$ cat config.mk
export PLATFORM = sky130hd
export DESIGN_NAME = otee_ram
export DESIGN_NICKNAME = d
export VERILOG_FILES = /design/src/design/otee_ram.sv
export SDC_FILE = /design/constraint.sdc
export NUM_CORES = 2
export LEC_CHECK = 0
export BUFFER_PORTS_ARGS = -buffer_cell sky130_fd_sc_hd__buf_2
export CORE_AREA = 2 2 481 483
export DETAILED_ROUTE_END_ITERATION = 10
export DIE_AREA = 0 0 483 485
export GPL_ROUTABILITY_DRIVEN = 0
export PLACE_DENSITY = 0.6
export SLEW_MARGIN = 20
export SYNTH_ARGS = -nofsm -noshare
export SYNTH_HDL_FRONTEND = slang
export SYNTH_SLANG_ARGS = --single-unit
$ cat constraint.sdc
create_clock -name clk -period 2.2 [get_ports clk]
set_input_delay 0.11 -clock clk [delete_from_list [all_inputs] [get_ports clk]]
set_output_delay 0.11 -clock clk [all_outputs]
set_load 0.005 [all_outputs]
$ cat src/design/otee_ram.sv
// Generic single-port-write, single-port-read RAM with registered read.
// No dependencies.
`default_nettype none
module otee_ram #(
    parameter int WIDTH = 8,
    parameter int DEPTH = 256
) (
    input  wire logic                     clk,
    input  wire logic                     we,
    input  wire logic [$clog2(DEPTH)-1:0] waddr,
    input  wire logic [WIDTH-1:0]         wdata,
    input  wire logic                     re,
    input  wire logic [$clog2(DEPTH)-1:0] raddr,
    output logic      [WIDTH-1:0]         rdata
);
    logic [WIDTH-1:0] mem [DEPTH];

    // Write port.
    always_ff @(posedge clk)
    begin
        if (we)
        begin
            mem[waddr] <= wdata;
        end
    end

    // Registered read port.
    always_ff @(posedge clk)
    begin
        if (re)
        begin
            rdata <= mem[raddr];
        end
    end
endmodule
`default_nettype wire

==> flow_metrics.tcl <==
set metrics [dict create \
    cap_viol_max_count 0 \
    hold_end "mem[188][7]" \
    ant_nets 0 \
    hp-start "waddr[5]" \
    cp_data_required_time_ns 2.77 \
    synth_top_area_share_pct 77.5 \
    r2r_slack_ns -0.14 \
    seq_power_share_pct 52.9 \
    critPathArrivalTime_ns 2.92 \
    ctsHtreeMaxLevel 4 \
    yosysWarnings 0 \
    synth-edff-count 2056 \
    rsz0062_at_grt "true" \
    pwr-share-clk_pct 41.2 \
    worst_skew_pair.late_latency_ns 0.85 \
    slew_headroom_pct 55.6 \
    fin_cells 7729 \
    slowest_stage "mux4_2" \
    yosysMostFrequentCell "edfxtp_1" \
    hold_violations 0 \
    synth.cell_area_um2 79600 \
    die_w_um 483 \
    cts.clk_slew.worst_paths_ns 0.06 \
    r2r-start "mem[139][4]" \
    fin_crit_ns 2.34 \
    dp_hpwl_um 135000 \
    synth-main-ff-cell "edfxtp_1" \
    swShare_pct 21.7 \
    ys_ff_latch 2056 \
    cp_slowest_stage_delay_ns 0.52 \
    final_util_pct 42.2 \
    finalClockSkew_ns 0.0499 \
    comb_power_share_pct 5.9 \
    violations "setup timing" \
    fin_crit_sh_pct 106 \
    cts_tree "done" \
    initial_core_util_pct 34.8 \
    portBuffers 34 \
    r2r_cells 6 \
    setup_viol 8 \
    ir_drop_mv 0.702 \
    synth_top_cells_by_count "edfxtp_1 (2056), mux4_2 (454), nor2_1 (282)" \
    wl_um 205000 \
    die_h_um 485 \
    postCtsSetupBuffers 0 \
    wire_per_inst_um 26.5 \
    clockRootBuffer "clkbuf_16" \
    grt_max_degree 98 \
    design_area_um2 96600 \
    ys_seq_area_share_pct 77.5 \
    min_path_cells 4 \
    die_area_um2 234000 \
    crit_chain "mux4_2 -> mux4_2 -> nor2_4 -> a2111oi_2 -> nor3_4 -> nor4_2" \
    clock_path_buffers 3 \
    antenna_found_initial 8 \
    hold_class "in2reg" \
    drc 0 \
    internal_power_mw 64.0 \
    drtIter0Drc 4538 \
    cp-start-kind "flip-flop" \
    nFillCells 19800 \
    drive_gt1_share_pct 34.9 \
    syn_avg_cell_area_um2 21.3 \
    worstReg2RegEnd "rdata[4]" \
    status "finished with violations" \
    cts_inserted_buffers 203 \
    finalSetupTns_ns -0.534 \
    rows 176 \
    grtUsageTotal_pct 17.3 \
    first_global_vias 41500 \
    grt_overflow 0 \
    path_max_fanout 1 \
    yosysUniqueCellTypes 54 \
    yosysTopAreaCell "edfxtp_1" \
    dpl-instance-area_um2 89400 \
    p_sw_mw 17.7 \
    fmax_mhz 427 \
    crit_family "multiplexers" \
    syn_inst 3733 \
    first_pass_iters 5 \
    cts_sinks 2056 \
    worst_pin_slew_ns 0.666 \
    critical_path_buf_inv_count 0 \
    ioPinCount 35 \
    crit_top_cell "mux4_2" \
    synthToLayoutAreaGrowth_pct 21.3 \
    nNetsFinal 4562 \
    grt_pass1_wl_um 296000 \
    vias_per_cell 5.32 \
    dp.cells 7342 \
    layout_setup_ws_ns -0.142 \
    coreArea_um2 229000 \
    path_depth 6 \
    synthArstFlopShare_pct 0 \
    p_leak_nw 31.2 \
    synthesis.nets 3760 \
    via_count 41100 \
    cp-end-kind "flip-flop" \
    p_per_area_nw_per_um2 846 \
    path_class "reg2reg" \
    synth.area.top_cells "edfxtp_1 (78%), mux4_2 (13%), mux2i_1 (1.7%), nor2_1 (1.3%), a22oi_1 (1.3%)" \
    slew_violations 0 \
]
registers in the layout, summed over array words and instances (netlist names):
register	count
mem	2048
rdata	8
power groups by stage:
stage               logic [mW]  registers [mW]  clock network [mW]
floorplan                 2.10            44.1                   0
global placement          4.62            44.1                   0
detailed placement        4.67            44.1                   0
CTS                       4.81            43.3                34.2
global route              5.09            43.2                35.7
finish                    4.82            43.3                33.6
routing by layer:
metal  global-route usage (%)  part of all wire (%)  vias to the layer above
met2                     28.4                    49                     1519
met4                     4.66                   2.7                        8
li1                         -                     -                    17300
met1                     23.9                    42                    22000
met5                        0                 0.027                        -
met3                     2.72                   6.6                      272
area by class of cell:
cell class / instances / area [µm²] / share of cell area, %
Clock inverter: 129 / 1250 / 1.29
Tap cell: 3026 / 3790 / 3.92
Antenna cell: 6 / 15.0 / 0.0155
Multi-Input combinational cell: 1442 / 17100 / 17.7
Timing Repair Buffer: 830 / 7500 / 7.77
Inverter: 2 / 7.51 / 0.00777
Sequential cell: 2056 / 61700 / 63.9
Clock buffer: 238 / 5230 / 5.42
cell usage in the layout (no fill, tap or decap), drive strengths merged, types with 18 or more instances in the layout:
cell,netlist,layout
mux4,456,456
nor3,22,22
nand2,33,33
nor2,282,282
dlygate4sd3,0,18
edfxtp,2056,2056
clkinv,1,102
o22ai,28,28
mux2i,134,134
o221ai,47,47
a22oi,133,133
nor4,27,27
nor2b,31,31
clkbuf,111,238
nand3,34,34
buf,122,812
a21oi,96,96
worst max path at each step:
stage                      startpoint        to  slack, ns
after floorplan              raddr[0]  rdata[2]       0.01
after global placement       raddr[0]  rdata[4]      -1.27
after detailed placement     raddr[0]  rdata[4]      -1.25
after CTS                 mem[142][2]  rdata[2]      -0.17
after global routing       mem[50][4]  rdata[4]      -0.19
final                     mem[139][4]  rdata[4]      -0.14
logic make-up after synthesis:
| group | count (synthesis) | synth area share (%) |
|---|---|---|
| AND/OR/NAND/NOR | 466 | 2.63 |
| multiplexers | 591 | 14.6 |
| buffers and inverters | 235 | 1.83 |
| AO/OA/AOI/OAI | 385 | 3.42 |
| flip-flops | 2056 | 77.5 |
per-stage QoR:
step / hold slack (ns) / power [mW] / setup WS, ns
floorplan: 0.209 / 46.2 / 0.0139
global placement: 0.508 / 48.7 / -1.27
detailed placement: 0.515 / 48.8 / -1.25
CTS: 0.00316 / 82.3 / -0.175
global route: 0.0693 / 84.0 / -0.186
finish: 0.0885 / 81.7 / -0.142
what timing repair did:
item	4_1_cts	5_1_grt
endpoints found under the setup margin	8	8
resized for setup	67	31
hold buffers	18	0
hold endpoints to repair	1670	0
pin swaps	29	24
worst min-delay path, cell delays in order:
cell and delay, ns:
buf_2 0.16, nand3_1 0.12, buf_4 0.22, nor2_1 0.12
(Power assumes the default switching activity.)
