**src/design/otee_pkg.sv**
```systemverilog
// Package for the oblivious tree ensemble scorer: store sizes, codes,
// sequencer states and the accumulator control bundle. No dependencies.
`default_nettype none
package otee_pkg;
    localparam int MAX_TREES    = 256;
    localparam int MAX_DEPTH    = 8;
    localparam int MAX_FEATURES = 256;
    localparam int SPLIT_SLOTS  = 2048;
    localparam int LEAF_SLOTS   = 16384;
    localparam int MAX_CLASSES  = 4;

    localparam int TREE_W   = 9;   // tree counter, holds MAX_TREES itself
    localparam int DEPTH_W  = 4;
    localparam int SOFF_W   = 12;  // split offset, up to MAX_TREES * MAX_DEPTH
    localparam int LOFF_W   = 20;  // leaf offset, up to MAX_TREES * 2^8 * 4
    localparam int SLOT_W   = 21;
    localparam int CLS_W    = 3;   // class counter, holds MAX_CLASSES itself
    localparam int ACC_W    = 48;
    localparam int LEAF_W   = 32;

    localparam logic [1:0] KIND_SPLIT = 2'd0;
    localparam logic [1:0] KIND_LEAF  = 2'd1;
    localparam logic [1:0] KIND_DEPTH = 2'd2;
    localparam logic [1:0] KIND_BIN   = 2'd3;

    localparam logic [1:0] CFG_FIRST_TREE  = 2'd0;
    localparam logic [1:0] CFG_TREE_END    = 2'd1;
    localparam logic [1:0] CFG_CLASS_COUNT = 2'd2;
    localparam logic [1:0] CFG_XOR_ENABLE  = 2'd3;

    typedef enum logic [3:0] {
        ST_IDLE,
        ST_TREE_RD,
        ST_TREE_GOT,
        ST_SPLIT_RD,
        ST_SPLIT_GOT,
        ST_BIN_GOT,
        ST_LEAF_RD,
        ST_LEAF_GOT,
        ST_EMIT
    } seq_state_t;

    typedef struct packed {
        logic       clear;
        logic       add;
        logic [1:0] idx;
    } acc_ctrl_t;
endpackage
`default_nettype wire

```
**src/design/otee_acc.sv**
```systemverilog
// Class accumulator bank with one shared 48-bit saturating adder.
// Depends on otee_pkg.
`default_nettype none
module otee_acc
    import otee_pkg::*;
(
    input  wire logic                     clk,
    input  wire logic                     rst_n,
    input  wire acc_ctrl_t                ctrl,
    input  wire logic signed [LEAF_W-1:0] value,
    output logic signed [ACC_W-1:0]       rd_data
);
    logic signed [ACC_W-1:0] acc_reg [MAX_CLASSES];
    logic signed [ACC_W:0]   sum;
    logic signed [ACC_W-1:0] sat;

    // Shared adder, saturating when the sign of the wide sum disagrees.
    always_comb
    begin
        sum = {acc_reg[ctrl.idx][ACC_W-1], acc_reg[ctrl.idx]}
            + {{(ACC_W+1-LEAF_W){value[LEAF_W-1]}}, value};
        if (sum[ACC_W] != sum[ACC_W-1])
        begin
            sat = sum[ACC_W] ? {1'b1, {(ACC_W-1){1'b0}}} : {1'b0, {(ACC_W-1){1'b1}}};
        end
        else
        begin
            sat = sum[ACC_W-1:0];
        end
    end

    assign rd_data = acc_reg[ctrl.idx];

    // Accumulator registers.
    always_ff @(posedge clk or negedge rst_n)
    begin
        if (!rst_n)
        begin
            for (int i = 0; i < MAX_CLASSES; i++)
            begin
                acc_reg[i] <= '0;
            end
        end
        else if (ctrl.clear)
        begin
            for (int i = 0; i < MAX_CLASSES; i++)
            begin
                acc_reg[i] <= '0;
            end
        end
        else if (ctrl.add)
        begin
            acc_reg[ctrl.idx] <= sat;
        end
    end

`ifndef NO_ASSERTIONS
    a_no_clear_and_add: assert property (@(posedge clk) disable iff (!rst_n)
        !(ctrl.clear && ctrl.add)) else $error("clear and add together");
    a_clear_zeroes: assert property (@(posedge clk) disable iff (!rst_n)
        ctrl.clear |=> (acc_reg[0] == '0)) else $error("clear left a nonzero value");
    a_add_changes_only_target: assert property (@(posedge clk) disable iff (!rst_n)
        (ctrl.add && ctrl.idx != 2'd0) |=> $stable(acc_reg[0]))
        else $error("add touched another class");
`endif
endmodule
`default_nettype wire

```
**config.mk**
```make
export PLATFORM = sky130hd
export DESIGN_NAME = otee_acc
export DESIGN_NICKNAME = d
export VERILOG_FILES = /design/src/design/otee_pkg.sv /design/src/design/otee_acc.sv
export SDC_FILE = /design/constraint.sdc
export NUM_CORES = 1
export LEC_CHECK = 0
export BUFFER_PORTS_ARGS = -buffer_cell sky130_fd_sc_hd__buf_2
export CAP_MARGIN = 20
export CORE_UTILIZATION = 34
export CTS_BUF_LIST = sky130_fd_sc_hd__clkbuf_4 sky130_fd_sc_hd__clkbuf_8
export DETAILED_ROUTE_END_ITERATION = 7
export PLACE_DENSITY_LB_ADDON = 0.3
export SETUP_SLACK_MARGIN = 0.1
export SLEW_MARGIN = 20
export SYNTH_ARGS = -nofsm -noshare
export SYNTH_HDL_FRONTEND = slang
export SYNTH_SLANG_ARGS = --single-unit
```
**constraint.sdc**
```tcl
create_clock -name clk -period 4.4 [get_ports clk]
set_input_delay 0 -clock clk [delete_from_list [all_inputs] [get_ports clk]]
set_output_delay 0 -clock clk [all_outputs]
set_load 0.05 [all_outputs]
```
==> results of run 1 <==
-- layout make-up --
type                            instances  area, um2
Fill cell                            3181      19510
Multi-Input combinational cell        713       6191
Sequential cell                       192       4805
Timing Repair Buffer                  157       1199
Tap cell                              442      553.0
Clock buffer                           17      234.0
Clock inverter                         14      163.9
Inverter                               12      45.04
-- power by group --
group / leakage (nW) / internal, mW / switching (mW)
Combinational: 3.16 / 0.484 / 0.847
Sequential: 2.63 / 1.88 / 0.0670
Clock: 0.198 / 0.478 / 0.743
Total: 5.99 / 2.85 / 1.66
-- metal layers --
layer  wire [um]  part of all wire  global-route usage  up-vias
met5           0                 0                   0        -
met4         522             0.014             0.05124        0
met3        3071             0.083             0.04817       47
met2       17070              0.46              0.3535      487
met1       16380              0.44              0.3157     4838
li1            -                 -                   -     4193
-- tightest hold or removal path, stage by stage --
cell and delay (ps):
buf_2 110, fa_1 250, a221o_1 170
-- what timing repair did --
action                                  4_1_cts  5_1_grt
endpoints found under the setup margin        8      140
resized for setup                             2       12
hold buffers                                  2        0
setup buffers                                 0        3
pin swaps                                     1        1
hold endpoints to repair                     86        0
-- logic make-up after synthesis --
family	Yosys count
compound gates	364
xor+xnor	39
fa+ha+maj	49
buf+inv	94
flops	192
mux	50
simple gates	211
-- stage by stage --
step                      power (mW)  instance area (um2)  utilization
after floorplan                2.859                11420            -
after global placement         3.273                12670       0.3874
after detailed placement       3.282                12670       0.3874
after CTS                      4.506                13100       0.4005
after global routing           4.710                13190       0.4034
final                          4.503                13190       0.4034
-- layout by cell type (no fill, tap or decap), types with 7 or more instances in the layout --
| cell type | netlist | layout |
|---|---|---|
| a21o_1 | 16 | 16 |
| o31ai_1 | 7 | 7 |
| buf_12 | 0 | 17 |
| nand3_1 | 15 | 15 |
| dfrtp_1 | 192 | 192 |
| a22o_1 | 13 | 13 |
| nor3_1 | 16 | 16 |
| xnor2_1 | 23 | 23 |
| nor2b_1 | 7 | 7 |
| o21bai_1 | 11 | 11 |
| clkbuf_8 | 0 | 18 |
| xor2_1 | 16 | 16 |
| nand2_1 | 78 | 78 |
| nand4_1 | 17 | 17 |
| ha_1 | 48 | 41 |
| buf_2 | 10 | 83 |
| a221o_1 | 157 | 157 |
| mux4_2 | 48 | 48 |
| a21oi_1 | 63 | 62 |
| nor2_1 | 44 | 43 |
| buf_4 | 3 | 53 |
| o21ai_0 | 44 | 44 |
| inv_1 | 12 | 12 |
-- final timing paths --
kind                        startpoint            to  slack, ps  depth (start not counted)
max reg2reg                 acc_reg[6]   acc_reg[61]        240                         13
min in group asynchronous        rst_n   acc_reg[90]        100                          2
min                           value[1]  acc_reg[145]         50                          3
min reg2reg                acc_reg[47]   acc_reg[47]        490                          2
max in group asynchronous        rst_n  acc_reg[159]       3240                          3
max                         acc_reg[6]   acc_reg[61]        240                         13
==> results.tsv, run 1 <==
metric	value	unit
outcome	finished clean	
fin_tns_setup	0	ps
pin_count	86	
instances_no_fill	1547	
syn_inst	999	
drt-total-wl	37.05	mm
ir_worst_vdd	0.2248	mV
clock_latency	500	ps
drive_gt1_frac	0.2443	
crit_path_max_fanout	6	
h-tree-depth	4	
setup-violations-final	0	
viasPerCell	6.183	
hold_viol	0	
synth_most_common_cell	dfrtp_1	
largest_register_ffs	192	
maxCapViolCount	0	
skew	29.96	ps
ys.flop_type	dfrtp_1	
syn-mean-instance-area	11.39	um2
cpLargestDelayFamily	compound AO/OA/AOI/OAI gates	
synth_cell_type_count	65	
p_leak	5.989	nW
ys_seq_area_frac	0.4223	
antenna_left	0	
power_density	341.4	mW/mm2
crit_required	4800	ps
critPathLaunchType	flop	
max_freq	240.2	MHz
synthXorXnorAreaFrac	0.03002	
critPathMaxStageDelay	590	ps
num_rows	66	
synth_top_family_by_area	compound AO/OA/AOI/OAI gates	
synth_edf_count	0	
synth_fp_nets	1086	
dieArea	0.03420	mm2
yosys.area_share.simple	0.09094	
dp_slack	26.46	ps
timing.final.ws_setup	236.7	ps
slowest_stage	or4b_4	
via_count	9565	
grt_usage	0.2248	
min_path_type	in2reg	
synth_common_cells	dfrtp_1, a221o_1, nand2_1	
grt_pass1_wl	58.31	mm
yosysWarnings	0	
drc_errors	0	
fp.dieW	184.9	um
worst_ep_arrival_time	4560	ps
avgRoutedWirePerCell	23.95	um
cts_root_buf	clkbuf_8	
yosysTopAreaCell	dfrtp_1	
relSlewSlack	0.3165	
nets	1180	
cts_max_path_buffers	2	
numCtsBuffers	17	
finalCriticalPeriod	4163	ps
critPathKind	reg2reg	
crit_path_end_kind	flop	
yosys_register_bits	192	
netlist.area_leader.share	0.4223	
tritoncts	done	
synth_area	0.01138	mm2
die_y	184.9	um
drtPass1Iterations	5	
slew_viol_final	0	
async_flop_share	1.000	
grt_max_degree	109	
area_growth	15.92	%
antenna_cells	0	
path_buf_inv	2	
cts.sinks	192	
core_area	0.03270	mm2
place_congestion	0.9434	
rsz0062_at_grt	no	
finalCritPeriodShare	0.9462	
grt_pass1_vias	9746	
tightest_slew	1025	ps
place_inst	1511	
dp_hpwl	25.48	mm
start_util	0.3479	
clkTransAtPathRegs	130	ps
synth_compound_area_frac	0.2579	
drt_iter0_markers	952	
antenna_found_initial	0	
io_buffers	85	
hold_slack	52.29	ps
synth-adder-area-share	0.05454	
synthTopCellsByArea	dfrtp_1, a221o_1, mux4_2, ha_1, a21oi_1	
cp_cell_sequence	mux4_2, ha_2, o21a_1, o211ai_1, a2111o_1, and3_1, or4b_4, a21oi_4, a211oi_4, buf_12, buf_4, or2_2, o21ai_0	
gr-total-overflow	0	
synth_mux_area_frac	0.09677	
Power figures use the tool's default switching activity.
==> run 2: changes to the inputs <==
--- a/config.mk
+++ b/config.mk
@@ -12,4 +12,5 @@
 export DETAILED_ROUTE_END_ITERATION = 7
 export PLACE_DENSITY_LB_ADDON = 0.3
+export REMOVE_ABC_BUFFERS = 1
 export SETUP_SLACK_MARGIN = 0.1
 export SLEW_MARGIN = 20
==> constraint.sdc (replaced) <==
create_clock -name clk -period 4.4 [get_ports clk]
set_input_delay 0.44 -clock clk [delete_from_list [all_inputs] [get_ports clk]]
set_output_delay 0.44 -clock clk [all_outputs]
set_load 0.05 [all_outputs]
==> run 2 against run 1 <==
  * Routed wire length grew 5.6%
  * Largest power group unchanged
  * Die area is the same
  * Total power grew 4.6%
  * Critical path type unchanged
  * Final area grew 10%
  * Clock power is essentially flat
  * Combinational power grew 14%
  * Cell count grew 10%
  * Via count grew 5.2%
  * Clock skew shrank 9.3 ps
==> results.tsv, run 2 (synthesis gave the netlist of run 1 again) <==
metric	value	unit
outcome	finished clean	
clkTransAtPathRegs	110	ps
finalCriticalPeriod	4194	ps
antenna_left	0	
largest_register_ffs	192	
dieArea	0.03420	mm2
crit_path_end_kind	flop	
place_congestion	0.9465	
switching_share	0.3473	
dp_hpwl	27.49	mm
antenna_cells	0	
start_util	0.3479	
setup-violations-final	0	
cts_hold_buf	0	
slowest_stage	or4b_4	
final_common_cell	buf_4	
cts_max_path_buffers	2	
r2r-end	acc_reg[105]	
viasPerCell	5.902	
rr_worst_depth	15	
worst_ep_arrival_time	4630	ps
rr_startpoint	acc_reg[3]	
path_buf_inv	4	
hold_viol	0	
crit_required	4830	ps
skew	20.63	ps
grt_usage	0.2350	
critPathMaxStageDelay	580	ps
maxCapViolCount	0	
ir_worst_vdd	0.2125	mV
intPower	3.074	mW
critPathKind	reg2reg	
tritoncts	done	
h-tree-depth	4	
core_area	0.03270	mm2
cts.sinks	192	
fp.dieW	184.9	um
relSlewSlack	0.3463	
crit_path_max_fanout	14	
rrSetupSlack	210	ps
clkPwrFrac	0.263	
numCtsBuffers	17	
drc_errors	0	
area_growth	27.62	%
drive_gt1_frac	0.3389	
drt_iter0_markers	724	
timing.final.ws_setup	205.9	ps
critPathLaunchType	flop	
drtPass1Iterations	7	
final_cell_mix	buf_4, dfrtp_1, a221o_1, buf_2, nand2_1	
num_rows	66	
grt_max_degree	113	
io_buffers	85	
finalCritPeriodShare	0.9532	
grt_pass1_vias	10340	
p_leak	6.850	nW
rsz0062_at_grt	no	
crit_start	acc_reg[3]	
power_density	324.4	mW/mm2
nets	1338	
die_y	184.9	um
min_path_type	in2async	
slew_viol_final	0	
endpoint	acc_reg[105]	
worstSetupPathDepth	15	
via_count	10060	
final_util	0.4441	
dp_slack	-316.8	ps
drt-total-wl	39.12	mm
clock_latency	500	ps
gr-total-overflow	0	
antenna_found_initial	0	
p_comb_frac	0.322	
max_freq	238.4	MHz
pwr-share-seq	0.415	
tightest_slew	980.5	ps
pin_count	86	
cp_cell_sequence	mux4_2, ha_4, buf_4, o211ai_1, o21a_2, a2111o_1, and3_2, or4b_4, a21oi_4, o211ai_2, buf_12, nor3_4, buf_12, clkbuf_16, a221o_1	
switching_power	1.636	mW
grt_pass1_wl	60.41	mm
cp_common_cell	buf_12	
avgRoutedWirePerCell	22.94	um
cts_root_buf	clkbuf_8	
cpLargestDelayFamily	compound AO/OA/AOI/OAI gates	
## run 2: power groups by stage
stage	Combinational (mW)	Clock, mW	Sequential, mW
finish	1.52	1.24	1.95
CTS	1.49	1.26	1.95
global route	1.63	1.33	1.97
floorplan	0.847	0	1.96
detailed placement	1.48	0	1.98
global placement	1.47	0	1.98
## run 2: worst register-to-register path: cells and delay by family, from the launching register on
| family | cells | cell delay [ps] |
|---|---|---|
| AOI/OAI and AO/OA | 6 | 1210 |
| adders and majority gates | 1 | 300 |
| buffers and inverters | 4 | 630 |
| DFF | 1 | 400 |
| muxes | 1 | 520 |
| and+or+nand+nor | 3 | 1040 |
## run 2: repair_timing
item | CTS | global route
setup endpoints to repair | 0 | 157
resized for setup | 0 | 13
setup buffers | 0 | 6
## run 2: metal layers
layer	global-route usage	vias up	wire length, um
met2	0.3908	389	18980
met4	0.06545	0	642
met5	0	-	0
met1	0.3140	5126	16760
li1	-	4505	-
met3	0.04031	43	2739
## run 2: layout make-up
class | count | area (um2)
Fill cell | 3183 | 18180
Multi-Input combinational cell | 713 | 6150
Sequential cell | 192 | 4805
Timing Repair Buffer | 315 | 2567
Tap cell | 442 | 553.0
Clock buffer | 21 | 276.5
Clock inverter | 10 | 125.1
Inverter | 12 | 45.04
## run 2: metrics by stage
| stage | cell area (um2) | TNS, ps | power (mW) | hold slack, ps | instances |
|---|---|---|---|---|---|
| after floorplan | 10880 | -49110 | 2.809 | 144.4 | 917 |
| after global placement | 13970 | -40580 | 3.455 | 460.3 | 1667 |
| after detailed placement | 13970 | -42390 | 3.469 | 469.6 | 1667 |
| after CTS | 14370 | 0 | 4.704 | 107.4 | 1698 |
| after global routing | 14520 | 0 | 4.926 | 144.8 | 1705 |
| final | 14520 | 0 | 4.710 | 44.19 | 1705 |
## run 2: worst min-delay path by stage
stage | start | to | slack [ps] | depth (start not counted)
5_1_grt | rst_n | acc_reg[88] | 140 | 1
3_3_place_gp | acc_reg[0] | acc_reg[0] | 460 | 2
3_5_place_dp | acc_reg[96] | acc_reg[96] | 470 | 2
6_report | rst_n | acc_reg[185] | 40 | 1
2_1_floorplan | rst_n | acc_reg[0] | 140 | 0
4_1_cts | rst_n | acc_reg[185] | 110 | 1
